### config.mk
export PLATFORM = sky130hd
export DESIGN_NAME = mtsg_ctrl
export DESIGN_NICKNAME = d
export VERILOG_FILES = /design/src/rtl/mtsg_pkg.sv /design/src/rtl/mtsg_ctrl.sv
export SDC_FILE = /design/constraint.sdc
export NUM_CORES = 1
export LEC_CHECK = 0
export BUFFER_PORTS_ARGS = -buffer_cell sky130_fd_sc_hd__buf_2
export CORE_MARGIN = 2
export CORE_UTILIZATION = 36
export DETAILED_ROUTE_END_ITERATION = 16
export PLACE_DENSITY_LB_ADDON = 0.12
export SLEW_MARGIN = 20
export SYNTH_ARGS = -nofsm -noshare
export SYNTH_HDL_FRONTEND = slang
export SYNTH_SLANG_ARGS = --single-unit
### constraint.sdc
create_clock -name i_clk -period 3.1 [get_ports i_clk]
set_input_delay 0.31 -clock i_clk [delete_from_list [all_inputs] [get_ports i_clk]]
set_output_delay 0.31 -clock i_clk [all_outputs]
set_load 0.02 [all_outputs]
### src/rtl/mtsg_pkg.sv
package mtsg_pkg;

    localparam int MAX_COMPONENTS = 16;
    localparam int SINE_ENTRIES   = 1024;

    localparam int IDX_W      = $clog2(MAX_COMPONENTS);
    localparam int COUNT_W    = 5;
    localparam int SLOT_W     = 4;
    localparam int PHASE_W    = 32;
    localparam int AMP_W      = 16;
    localparam int SAMPLE_W   = 16;
    localparam int INDEX_W    = 24;
    localparam int ENV_W      = 17;
    localparam int GAIN_W     = 24;
    localparam int CFG_IDX_W  = 3;
    localparam int CFG_DATA_W = 24;

    // sine lookup geometry: quadrant in the top two bits of the table index
    localparam int K_W       = $clog2(SINE_ENTRIES);
    localparam int ROM_DEPTH = SINE_ENTRIES / 4;
    localparam int LOW_W     = K_W - 2;
    localparam int M_W       = K_W - 1;
    localparam int QS_W      = 15;

    localparam logic [63:0] HALF_PI_Q30 = 64'd1686629713;
    localparam logic [ENV_W-1:0] ENV_ONE = ENV_W'(65536);

    localparam logic KIND_WRITE  = 1'b0;
    localparam logic KIND_SAMPLE = 1'b1;

    localparam logic [CFG_IDX_W-1:0] CFG_SAMPLE_COUNT    = 3'd0;
    localparam logic [CFG_IDX_W-1:0] CFG_RISE_SAMPLES    = 3'd1;
    localparam logic [CFG_IDX_W-1:0] CFG_FALL_SAMPLES    = 3'd2;
    localparam logic [CFG_IDX_W-1:0] CFG_RISE_INCREMENT  = 3'd3;
    localparam logic [CFG_IDX_W-1:0] CFG_FALL_DECREMENT  = 3'd4;
    localparam logic [CFG_IDX_W-1:0] CFG_NORM_GAIN       = 3'd5;
    localparam logic [CFG_IDX_W-1:0] CFG_COMPONENT_COUNT = 3'd6;

    typedef enum logic [2:0] {
        ST_IDLE,
        ST_ISSUE,
        ST_DRAIN,
        ST_MAG,
        ST_MUL_LO,
        ST_MUL_HI,
        ST_ROUND,
        ST_DONE
    } t_state;

    typedef struct packed {
        logic             write;
        logic             clr_acc;
        logic             issue;
        logic [IDX_W-1:0] idx;
        logic             mag;
        logic             mul_lo;
        logic             mul_hi;
        logic             round;
        logic             load_out;
        logic             invalid;
    } t_dp_cmd;

    typedef struct packed {
        logic             count_zero;
        logic [IDX_W-1:0] last_idx;
        logic             pipe_busy;
    } t_dp_sts;

    // Quarter-wave sine at table step m (0 .. ROM_DEPTH), Q0.15 magnitude.
    // Only ever called with constant arguments to build the lookup table and QS_PEAK.
    function automatic logic [QS_W-1:0] qsine(input int unsigned m);
        logic [63:0]        x;
        logic [63:0]        x2;
        logic [63:0]        t;
        logic [63:0]        v;
        logic signed [63:0] sum;
        x   = (64'(m) * 64'd4 * HALF_PI_Q30 + 64'(SINE_ENTRIES / 2)) / 64'(SINE_ENTRIES);
        x2  = (x * x) >> 30;
        t   = x;
        sum = $signed(x);
        t   = ((t * x2) >> 30) / 64'd6;
        sum = sum - $signed(t);
        t   = ((t * x2) >> 30) / 64'd20;
        sum = sum + $signed(t);
        t   = ((t * x2) >> 30) / 64'd42;
        sum = sum - $signed(t);
        t   = ((t * x2) >> 30) / 64'd72;
        sum = sum + $signed(t);
        t   = ((t * x2) >> 30) / 64'd110;
        sum = sum - $signed(t);
        t   = ((t * x2) >> 30) / 64'd156;
        sum = sum + $signed(t);
        if (sum < 0) begin
            sum = 64'sd0;
        end
        v = ($unsigned(sum) * 64'd32767 + (64'd1 << 29)) >> 30;
        if (v > 64'd32767) begin
            v = 64'd32767;
        end
        return v[QS_W-1:0];
    endfunction

    localparam logic [QS_W-1:0] QS_PEAK = qsine(ROM_DEPTH);

endpackage

### src/rtl/mtsg_ctrl.sv
module mtsg_ctrl (
    input  logic              i_clk,
    input  logic              i_rst_n,
    input  logic              i_in_valid,
    input  logic              i_in_kind,
    output logic              o_in_ready,
    output logic              o_out_valid,
    input  logic              i_out_ready,
    input  mtsg_pkg::t_dp_sts i_sts,
    output mtsg_pkg::t_dp_cmd o_cmd
);

    mtsg_pkg::t_state           r_state, n_state;
    logic [mtsg_pkg::IDX_W-1:0] r_idx, n_idx;
    logic                       r_invalid, n_invalid;
    logic                       r_out_valid, n_out_valid;

    always_ff @(posedge i_clk) begin
        if (!i_rst_n) begin
            r_state     <= mtsg_pkg::ST_IDLE;
            r_idx       <= '0;
            r_invalid   <= 1'b0;
            r_out_valid <= 1'b0;
        end else begin
            r_state     <= n_state;
            r_idx       <= n_idx;
            r_invalid   <= n_invalid;
            r_out_valid <= n_out_valid;
        end
    end

    always_comb begin
        n_state    = r_state;
        n_idx      = r_idx;
        n_invalid  = r_invalid;
        o_cmd      = '0;
        o_in_ready = 1'b0;
        unique case (r_state)
            mtsg_pkg::ST_IDLE: begin
                o_in_ready = 1'b1;
                if (i_in_valid) begin
                    if (i_in_kind == mtsg_pkg::KIND_WRITE) begin
                        o_cmd.write = 1'b1;
                    end else if (i_sts.count_zero) begin
                        n_invalid = 1'b1;
                        n_state   = mtsg_pkg::ST_DONE;
                    end else begin
                        n_invalid     = 1'b0;
                        o_cmd.clr_acc = 1'b1;
                        n_idx         = '0;
                        n_state       = mtsg_pkg::ST_ISSUE;
                    end
                end
            end
            mtsg_pkg::ST_ISSUE: begin
                o_cmd.issue = 1'b1;
                o_cmd.idx   = r_idx;
                if (r_idx == i_sts.last_idx) begin
                    n_state = mtsg_pkg::ST_DRAIN;
                end else begin
                    n_idx = r_idx + mtsg_pkg::IDX_W'(1);
                end
            end
            mtsg_pkg::ST_DRAIN: begin
                // wait for the last product to land in the accumulator
                if (!i_sts.pipe_busy) begin
                    n_state = mtsg_pkg::ST_MAG;
                end
            end
            mtsg_pkg::ST_MAG: begin
                o_cmd.mag = 1'b1;
                n_state   = mtsg_pkg::ST_MUL_LO;
            end
            mtsg_pkg::ST_MUL_LO: begin
                o_cmd.mul_lo = 1'b1;
                n_state      = mtsg_pkg::ST_MUL_HI;
            end
            mtsg_pkg::ST_MUL_HI: begin
                o_cmd.mul_hi = 1'b1;
                n_state      = mtsg_pkg::ST_ROUND;
            end
            mtsg_pkg::ST_ROUND: begin
                o_cmd.round = 1'b1;
                n_state     = mtsg_pkg::ST_DONE;
            end
            mtsg_pkg::ST_DONE: begin
                // hold until the output register is free
                if (!r_out_valid || i_out_ready) begin
                    o_cmd.load_out = 1'b1;
                    o_cmd.invalid  = r_invalid;
                    n_state        = mtsg_pkg::ST_IDLE;
                end
            end
            default: n_state = mtsg_pkg::ST_IDLE;
        endcase
    end

    always_comb begin
        if (o_cmd.load_out) begin
            n_out_valid = 1'b1;
        end else if (r_out_valid && i_out_ready) begin
            n_out_valid = 1'b0;
        end else begin
            n_out_valid = r_out_valid;
        end
    end

    assign o_out_valid = r_out_valid;

    a_load_free: assert property (@(posedge i_clk) disable iff (!i_rst_n)
        o_cmd.load_out |-> (!r_out_valid || i_out_ready))
        else $error("output register overwritten before its beat was taken");

    a_issue_range: assert property (@(posedge i_clk) disable iff (!i_rst_n)
        o_cmd.issue |-> (o_cmd.idx <= i_sts.last_idx))
        else $error("component issued past the active count");

    a_mag_settled: assert property (@(posedge i_clk) disable iff (!i_rst_n)
        (r_state == mtsg_pkg::ST_MAG) |-> !i_sts.pipe_busy)
        else $error("accumulator read while products still in flight");

    a_idle_empty: assert property (@(posedge i_clk) disable iff (!i_rst_n)
        o_in_ready |-> !i_sts.pipe_busy)
        else $error("new beat taken while component pipeline busy");

endmodule

==> results of run 1 <==
per-stage QoR:
stage	power, mW	hold WS (ns)
global route	0.5536	0.3481
CTS	0.5180	0.3419
finish	0.5163	0.3425
floorplan	0.3622	0.4489
detailed placement	0.4223	0.4622
global placement	0.4168	0.4606
worst max-delay path, stage by stage (launching register included):
cell and delay [ns]:
dfxtp_1 0.58, nor3b_2 0.64, and2_1 0.21, buf_2 0.16
logic make-up after synthesis:
group	Yosys count	synth area share (%)
adder cells (fa/ha/maj)	1	1.912
XOR/XNOR	4	5.353
AO/OA/AOI/OAI	16	16.64
AND/OR/NAND/NOR	45	42.64
flip-flops	9	27.53
buffers and inverters	9	5.926
sequential cells by signal, indices dropped and copies added (netlist names):
signal / cells
r_invalid: 1
r_idx: 4
o_out_valid: 1
r_state: 3
layer usage:
layer / global-route usage [%] / up-vias / routed length [µm]
li1: - / 355 / -
met1: 21.65 / 323 / 795
met2: 24.44 / 25 / 702
met3: 3.922 / 0 / 90
met4: 5.000 / 0 / 0
met5: 0 / - / 0
cells in the final DEF, fill, tap and decap left out, drive strengths merged:
master  synthesis  final
clkbuf          4      4
xnor2           4      4
nand4b          2      2
nand2b          2      2
nand3           6      6
nor3b           4      4
nand4           5      5
a31oi           2      2
nor2            3      3
buf             2     25
nor4b           1      1
o21ai           2      2
and2            6      6
or2             1      1
dfxtp           9      9
nor3            3      3
nor2b           2      2
o311ai          2      2
ha              1      1
nand2           7      7
and3            1      1
a221oi          1      1
inv             3      3
a21oi           4      4
o31ai           3      3
o31a            1      1
o32ai           1      1
or3             2      2
worst max path at each step:
stage	start	endpoint	depth (start not counted)
after floorplan	r_state[1]$_SDFFE_PN0P_	r_idx[3]$_SDFFE_PN0P_	4
after global placement	r_state[0]$_SDFFE_PN0P_	o_cmd[9]	3
after detailed placement	r_state[0]$_SDFFE_PN0P_	o_cmd[9]	3
after CTS	r_state[0]$_SDFFE_PN0P_	o_cmd[9]	3
after global routing	r_state[0]$_SDFFE_PN0P_	o_cmd[9]	3
final	r_state[0]$_SDFFE_PN0P_	o_cmd[9]	3
layout make-up:
class / count / area share [%]
flip-flops and latches: 9 / 22.26
well taps: 25 / 3.864
inverters: 3 / 1.391
multi-input cells: 66 / 53.79
clock buffers: 4 / 3.246
repair buffers: 25 / 15.46
power groups by stage:
stage                     clock [mW]  combinational, mW  sequential, mW
after global routing           0.103              0.245           0.205
after global placement             0              0.219           0.198
final                         0.0972              0.222           0.197
after CTS                     0.0982              0.224           0.196
after detailed placement           0              0.222           0.200
after floorplan                    0              0.200           0.163
==> impl_metrics.env, run 1 <==
export IMPL_grt_max_degree=16
export IMPL_hold_start="i_in_kind"
export IMPL_clock_root_buffer="clkbuf_4"
export IMPL_min_period_ns=2.164
export IMPL_stdcell_count=132
export IMPL_tns_ns=0
export IMPL_hold_viol_final=0
export IMPL_die_area_um2=2175
export IMPL_drcViolationCount=0
export IMPL_tightest_slew_ns=0.6640
export IMPL_core_um2=1727
export IMPL_drtAntennaViolNets=0
export IMPL_switching_share_pct=46.41
export IMPL_synth_top_cell_area_share_pct=27.53
export IMPL_run_status="finished clean"
export IMPL_dp_slack_ns=1.223
export IMPL_placed_cells=128
export IMPL_cts_buffer_depth=2
export IMPL_path_class="reg -> out"
export IMPL_yosysWarnings=0
export IMPL_multi_input_area_um2=435.4
export IMPL_overflow=0
export IMPL_antenna_found_initial=0
export IMPL_grt_pass1_wl_mm=2.456
export IMPL_r2r_slack_ns=1.29
export IMPL_hold_buffers=0
export IMPL_timing_fmax_mhz=462.1
export IMPL_synth_commonest_cells="dfxtp_1, nand2_1, and2_1, nand3_1, nand4_1"
export IMPL_drt_iter0_drc=26
export IMPL_vias_per_cell=5.326
export IMPL_syn_area_um2=654.4
export IMPL_path_max_fanout=15
export IMPL_postCtsSetupBuffers=0
export IMPL_clock_sinks=9
export IMPL_power_internal_mw=0.2767
export IMPL_tritoncts="built"
export IMPL_cp_arrival_ns=1.85
export IMPL_r2r_end="r_idx[3]$_SDFFE_PN0P_"
export IMPL_ir_drop_uv=279.7
export IMPL_cp_start_kind="register"
export IMPL_pwr_share_seq_pct=38.2
export IMPL_synth_most_common_cell="dfxtp_1"
export IMPL_ios=26
export IMPL_synth_seq_cells=9
export IMPL_num_vias=703
export IMPL_insertion_delay_ns=0.27
export IMPL_final_setup_skew_ns=0.002653
export IMPL_worstPathRequired_ns=2.79
export IMPL_syn_to_final_growth_pct=23.71
export IMPL_totalWireLength_mm=1.588
export IMPL_initial_utilization_pct=37.90
export IMPL_num_fill_cells=184
export IMPL_ys_types=33
export IMPL_h_tree_depth=1
export IMPL_finalWorstSetupSlack_ns=0.9362
export IMPL_drive_gt1_share_pct=29.91
export IMPL_max_slew_margin_pct=55.54
export IMPL_power_density_nw_per_um2=637.8
export IMPL_drv_cap=0
export IMPL_grt_usage_pct=15.86
export IMPL_min_path_cells=3
export IMPL_synth_area_leaders="dfxtp_1, and2_1, xnor2_1, nand4_1, nand3_1"
export IMPL_synth_area_leader_cell="dfxtp_1"
export IMPL_end_kind="primary output"
export IMPL_synth_cells=84
export IMPL_hp_class="in -> reg"
export IMPL_final_seq_area_um2=180.2
export IMPL_syn_num_nets=96
export IMPL_io_buffers=25
export IMPL_grt_pass1_vias=558
export IMPL_die_width_um=46.64
export IMPL_grt_setup_unrepaired="no"
export IMPL_diodes=0
export IMPL_cts_clk_slew_worst_paths_ns=0.07
export IMPL_firstDrtPassIters=4
export IMPL_maxSlewViolCount=0
export IMPL_ctsResizeCount=0
export IMPL_comb_power_share_pct=42.9
export IMPL_avgSynthCellArea_um2=7.790
export IMPL_gp_congestion=0.7438
export IMPL_clkPwrFrac_pct=18.8
export IMPL_numCtsBuffers=3
export IMPL_r2r_start="r_state[0]$_SDFFE_PN0P_"
export IMPL_dp_hpwl_mm=1.151
export IMPL_holdPathEnd="r_invalid$_SDFFE_PN0P_"
export IMPL_fin_nets=120
export IMPL_synth_edf_count=0
export IMPL_fin_util_pct=46.88
export IMPL_die_y_um=46.64
export IMPL_async_flop_share_pct=0
export IMPL_rr_worst_depth=4
export IMPL_fin_crit_sh_pct=69.80
export IMPL_setup_violations=0
export IMPL_num_rows=15
export IMPL_p_leak_nw=0.3482
export IMPL_fin_area_um2=809.5
export IMPL_wl_per_cell_um=12.03
export IMPL_synth_flop_cell="dfxtp_1"
export IMPL_place_area_um2=783.3
export IMPL_switchingPower_mw=0.2396
export IMPL_synth_seq_area_share_pct=27.53
(Power assumes the default switching activity.)
==> run 2, diff against run 1 <==
==> constraint.sdc (replaced) <==
create_clock -name i_clk -period 1.8 [get_ports i_clk]
set_input_delay 0.18 -clock i_clk [delete_from_list [all_inputs] [get_ports i_clk]]
set_output_delay 0.18 -clock i_clk [all_outputs]
set_load 0.02 [all_outputs]
==> run 2 against run 1 <==
Effect of this change: via count down 0.28%; wire length shrank 4.9%; sequential share of layout area fell by 0.99 points; combinational power up 120%; highest routed layer unchanged; final cell count grew 3.8%; worst hold slack got worse by 0.12 ns; sequential cell count unchanged; register-to-register slack got worse by 1.1 ns; non-clock buffer count grew 5; utilization grew 2.2 points; worst setup slack got worse by 0.82 ns; largest cell class unchanged.
==> impl_metrics.env, run 2 (synthesis gave the netlist of run 1 again) <==
export IMPL_run_status="finished clean"
export IMPL_cts_buffer_depth=2
export IMPL_ir_drop_uv=772.1
export IMPL_grt_max_degree=15
export IMPL_io_buffers=25
export IMPL_core_um2=1727
export IMPL_wl_per_cell_um=11.02
export IMPL_finalWorstSetupSlack_ns=0.1180
export IMPL_dp_slack_ns=0.2401
export IMPL_ctsResizeCount=0
export IMPL_die_width_um=46.64
export IMPL_vias_per_cell=5.117
export IMPL_postCtsSetupBuffers=0
export IMPL_grt_pass1_wl_mm=2.339
export IMPL_final_cell_mix="buf_2, dfxtp_1, nand2_1"
export IMPL_num_rows=15
export IMPL_initial_utilization_pct=37.90
export IMPL_hp_class="in -> reg"
export IMPL_setup_violations=0
export IMPL_firstDrtPassIters=4
export IMPL_timing_fmax_mhz=594.5
export IMPL_totalWireLength_mm=1.510
export IMPL_cp_arrival_ns=1.50
export IMPL_gp_congestion=0.7841
export IMPL_regMostFlops="r_idx"
export IMPL_tightest_slew_ns=0.2993
export IMPL_max_stage_delay_ns=0.41
export IMPL_top_regs="r_idx: 4 flops, r_state: 3 flops"
export IMPL_drv_cap=0
export IMPL_numCtsBuffers=3
export IMPL_placed_cells=133
export IMPL_max_slew_margin_pct=79.79
export IMPL_final_common_cell="buf_2"
export IMPL_largest_register_ff_count=4
export IMPL_die_area_um2=2175
export IMPL_p_leak_nw=0.3732
export IMPL_syn_to_final_growth_pct=29.45
export IMPL_path_class="reg -> out"
export IMPL_min_period_ns=1.682
export IMPL_drt_iter0_drc=37
export IMPL_grt_usage_pct=14.98
export IMPL_drcViolationCount=0
export IMPL_cp_start_kind="register"
export IMPL_insertion_delay_ns=0.26
export IMPL_drive_gt1_share_pct=33.04
export IMPL_grt_setup_unrepaired="no"
export IMPL_final_setup_skew_ns=0.003825
export IMPL_cts_clk_slew_worst_paths_ns=0.06
export IMPL_h_tree_depth=1
export IMPL_fin_nets=125
export IMPL_critPathSlowestCell="or3_4"
export IMPL_hold_buffers=0
export IMPL_hold_viol_final=0
export IMPL_antenna_found_initial=0
export IMPL_fin_crit_sh_pct=93.44
export IMPL_dp_hpwl_mm=1.122
export IMPL_worstPathRequired_ns=1.62
export IMPL_drtAntennaViolNets=0
export IMPL_tns_ns=0
export IMPL_ios=26
export IMPL_crit_chain="or3_4 > nor3_4 > buf_2"
export IMPL_num_fill_cells=173
export IMPL_rr_worst_depth=4
export IMPL_min_path_cells=3
export IMPL_clock_sinks=9
export IMPL_power_density_nw_per_um2=1091
export IMPL_clock_root_buffer="clkbuf_4"
export IMPL_overflow=0
export IMPL_end_kind="primary output"
export IMPL_grt_pass1_vias=538
export IMPL_tritoncts="built"
export IMPL_maxSlewViolCount=0
export IMPL_die_y_um=46.64
export IMPL_path_max_fanout=7
export IMPL_diodes=0
export IMPL_stdcell_count=137
export IMPL_num_vias=701
## run 2: layout make-up
class	count	area (µm²)	share of cell area, %
sequential	9	180.2	21.27
tap	25	31.28	3.693
multi-input combinational	66	435.4	51.40
clock buffer	4	26.28	3.102
timing repair buffer	30	162.7	19.20
inverter	3	11.26	1.329
## run 2: stage by stage
stage                     util [%]  power, mW  area [µm²]  hold WS [ns]
after floorplan                  -     0.6238       654.4        0.3302
after global routing         49.06     0.9862       847.1        0.2346
after global placement       47.54     0.7687       820.8        0.4710
after detailed placement     47.54     0.7725       820.8        0.4740
final                        49.06     0.9242       847.1        0.2275
after CTS                    49.06     0.9297       847.1        0.2277
## run 2: worst max-delay path, delay by kind of cell (launching register included)
kind	cells	cell delay [ns]
simple gates	2	0.70
buf+inv	1	0.23
flops	1	0.31
## run 2: where the power goes
group,leakage (nW),internal [mW],switching (mW)
Combinational,0.285,0.196,0.300
Sequential,0.0734,0.238,0.0342
Clock,0.0150,0.0854,0.0701
Total,0.373,0.520,0.404
## run 2: final timing paths
kind                                               from                      to  slack (ns)
worst max-delay path            r_state[2]$_SDFFE_PN0P_               o_cmd[11]        0.12
worst min-delay path                          i_in_kind  r_invalid$_SDFFE_PN0P_        0.23
worst max register to register  r_state[2]$_SDFFE_PN0P_   r_idx[3]$_SDFFE_PN0P_        0.24
worst min register to register   r_invalid$_SDFFE_PN0P_  r_invalid$_SDFFE_PN0P_        0.47
## run 2: per-layer routing
metal / part of all wire, % / track usage (%) / routed length, µm / vias to the layer above
li1: - / - / - / 366
met1: 51 / 22.35 / 763 / 307
met2: 43 / 20.83 / 651 / 28
met3: 6.3 / 5.882 / 95 / 0
met4: 0 / 1.667 / 0 / 0
met5: 0 / 0 / 0 / -
==> run 3, diff against run 2 <==
--- a/config.mk
+++ b/config.mk
@@ -10,6 +10,7 @@
 export CORE_UTILIZATION = 36
 export DETAILED_ROUTE_END_ITERATION = 16
 export PLACE_DENSITY_LB_ADDON = 0.12
+export RECOVER_POWER = 100
 export SLEW_MARGIN = 20
 export SYNTH_ARGS = -nofsm -noshare
 export SYNTH_HDL_FRONTEND = slang
==> run 3 against run 2 <==
Effect of this change: sequential share of layout area rose by 0.51 points; die area did not move; worst setup slack got worse by 0.0029 ns; sequential cell count did not move; clock power barely moved; non-clock buffer count did not move; register-to-register slack barely moved; utilization fell by 1.2 points; power fell by 1.7%; final area fell by 2.4%; wire length rose by 1.1%; global-route usage did not move.
==> impl_metrics.env, run 3 (synthesis gave the netlist of run 1 again) <==
export IMPL_run_status="finished clean"
export IMPL_end_kind="primary output"
export IMPL_p_leak_nw=0.3255
export IMPL_drv_cap=0
export IMPL_cp_start_kind="register"
export IMPL_drive_gt1_share_pct=23.21
export IMPL_die_area_um2=2175
export IMPL_tns_ns=0
export IMPL_core_um2=1727
export IMPL_die_width_um=46.64
export IMPL_firstDrtPassIters=4
export IMPL_vias_per_cell=5.219
export IMPL_grt_pass1_wl_mm=2.339
export IMPL_hold_start="i_in_kind"
export IMPL_fin_crit_sh_pct=93.61
export IMPL_tritoncts="built"
export IMPL_num_fill_cells=181
export IMPL_min_path_cells=3
export IMPL_p_total_mw=0.9084
export IMPL_initial_utilization_pct=37.90
export IMPL_power_density_nw_per_um2=1098
export IMPL_num_rows=15
export IMPL_fin_util_pct=47.90
export IMPL_path_max_fanout=7
export IMPL_ios=26
export IMPL_largest_register_ff_count=4
export IMPL_dp_hpwl_mm=1.122
export IMPL_r2r_end="r_idx[3]$_SDFFE_PN0P_"
export IMPL_path_class="reg -> out"
export IMPL_clock_sinks=9
export IMPL_antenna_found_initial=0
export IMPL_cts_buffer_depth=2
export IMPL_max_slew_margin_pct=79.80
export IMPL_setup_violations=0
export IMPL_multi_input_area_um2=430.4
export IMPL_diodes=0
export IMPL_postCtsSetupBuffers=0
export IMPL_ir_drop_uv=759.6
export IMPL_drcViolationCount=0
export IMPL_rr_worst_depth=4
export IMPL_totalWireLength_mm=1.526
export IMPL_h_tree_depth=1
export IMPL_regMostFlops="r_idx"
export IMPL_hp_class="in -> reg"
export IMPL_wl_per_cell_um=11.14
export IMPL_hold_viol_final=0
export IMPL_cts_clk_slew_worst_paths_ns=0.06
export IMPL_top_regs="r_idx: 4 flops, r_state: 3 flops"
export IMPL_syn_to_final_growth_pct=26.39
export IMPL_num_vias=715
export IMPL_hold_buffers=0
export IMPL_grt_max_degree=15
export IMPL_drtAntennaViolNets=0
export IMPL_r2r_start="r_state[2]$_SDFFE_PN0P_"
export IMPL_grt_usage_pct=14.98
export IMPL_tightest_slew_ns=0.2992
export IMPL_overflow=0
export IMPL_fin_nets=125
export IMPL_io_buffers=25
export IMPL_worstPathRequired_ns=1.62
export IMPL_ctsResizeCount=0
export IMPL_gp_congestion=0.7841
export IMPL_grt_setup_unrepaired="no"
export IMPL_grt_pass1_vias=538
export IMPL_final_seq_area_um2=180.2
export IMPL_holdPathEnd="r_invalid$_SDFFE_PN0P_"
export IMPL_timing_fmax_mhz=593.5
export IMPL_clock_root_buffer="clkbuf_4"
export IMPL_drt_iter0_drc=30
export IMPL_cp_arrival_ns=1.50
export IMPL_final_cell_mix="buf_2, clkbuf_1, dfxtp_1"
export IMPL_final_setup_skew_ns=0.003887
export IMPL_die_y_um=46.64
export IMPL_maxSlewViolCount=0
export IMPL_r2r_slack_ns=0.24
export IMPL_insertion_delay_ns=0.26
export IMPL_numCtsBuffers=3
export IMPL_min_period_ns=1.685
export IMPL_final_common_cell="buf_2"
==> run 3: how the worst max path moves through the flow <==
stage / slack (ns) / to / start / depth (start not counted)
2_1_floorplan: 0.14 / r_idx[3]$_SDFFE_PN0P_ / r_state[1]$_SDFFE_PN0P_ / 4
3_3_place_gp: 0.25 / r_idx[3]$_SDFFE_PN0P_ / r_state[2]$_SDFFE_PN0P_ / 4
3_5_place_dp: 0.24 / r_idx[3]$_SDFFE_PN0P_ / r_state[2]$_SDFFE_PN0P_ / 4
4_1_cts: 0.11 / o_cmd[11] / r_state[2]$_SDFFE_PN0P_ / 3
5_1_grt: 0.03 / o_cmd[9] / r_state[0]$_SDFFE_PN0P_ / 5
6_report: 0.12 / o_cmd[11] / r_state[2]$_SDFFE_PN0P_ / 3
==> run 3: power by group <==
group	internal, mW	switching [mW]	leakage (nW)
sequential	0.238	0.0343	0.0734
clock	0.0853	0.0692	0.0150
combinational	0.181	0.300	0.237
total	0.504	0.404	0.325
==> run 3: layer usage <==
metal  vias to the layer above  track usage, %  share of wire (%)
met5                         -               0                  0
met1                       318           22.35                 51
met3                         0           5.882                6.9
li1                        366               -                  -
met4                         0           1.667                  0
met2                        31           20.83                 42
==> run 3: cell type report <==
| class | instances | share of cell area [%] |
|---|---|---|
| clock buffer | 4 | 3.177 |
| inverter | 3 | 1.362 |
| multi-input combinational | 66 | 52.04 |
| sequential | 9 | 21.79 |
| tap | 25 | 3.782 |
| timing repair buffer | 30 | 17.85 |
==> run 3: critical path, cell delays in order, from the launching register on <==
cell	delay [ns]
dfxtp_1	0.31
or3_4	0.41
nor3_4	0.29
clkbuf_2	0.24
==> run 3: per-stage QoR <==
| stage | area [µm²] | hold slack [ns] | cells | worst slack, ns |
|---|---|---|---|---|
| floorplan | 654.4 | 0.3302 | 84 | 0.1391 |
| global placement | 820.8 | 0.4710 | 133 | 0.2504 |
| detailed placement | 820.8 | 0.4740 | 133 | 0.2401 |
| CTS | 847.1 | 0.2277 | 137 | 0.1062 |
| global route | 827.0 | 0.2346 | 137 | 0.03065 |
| finish | 827.0 | 0.2321 | 137 | 0.1151 |
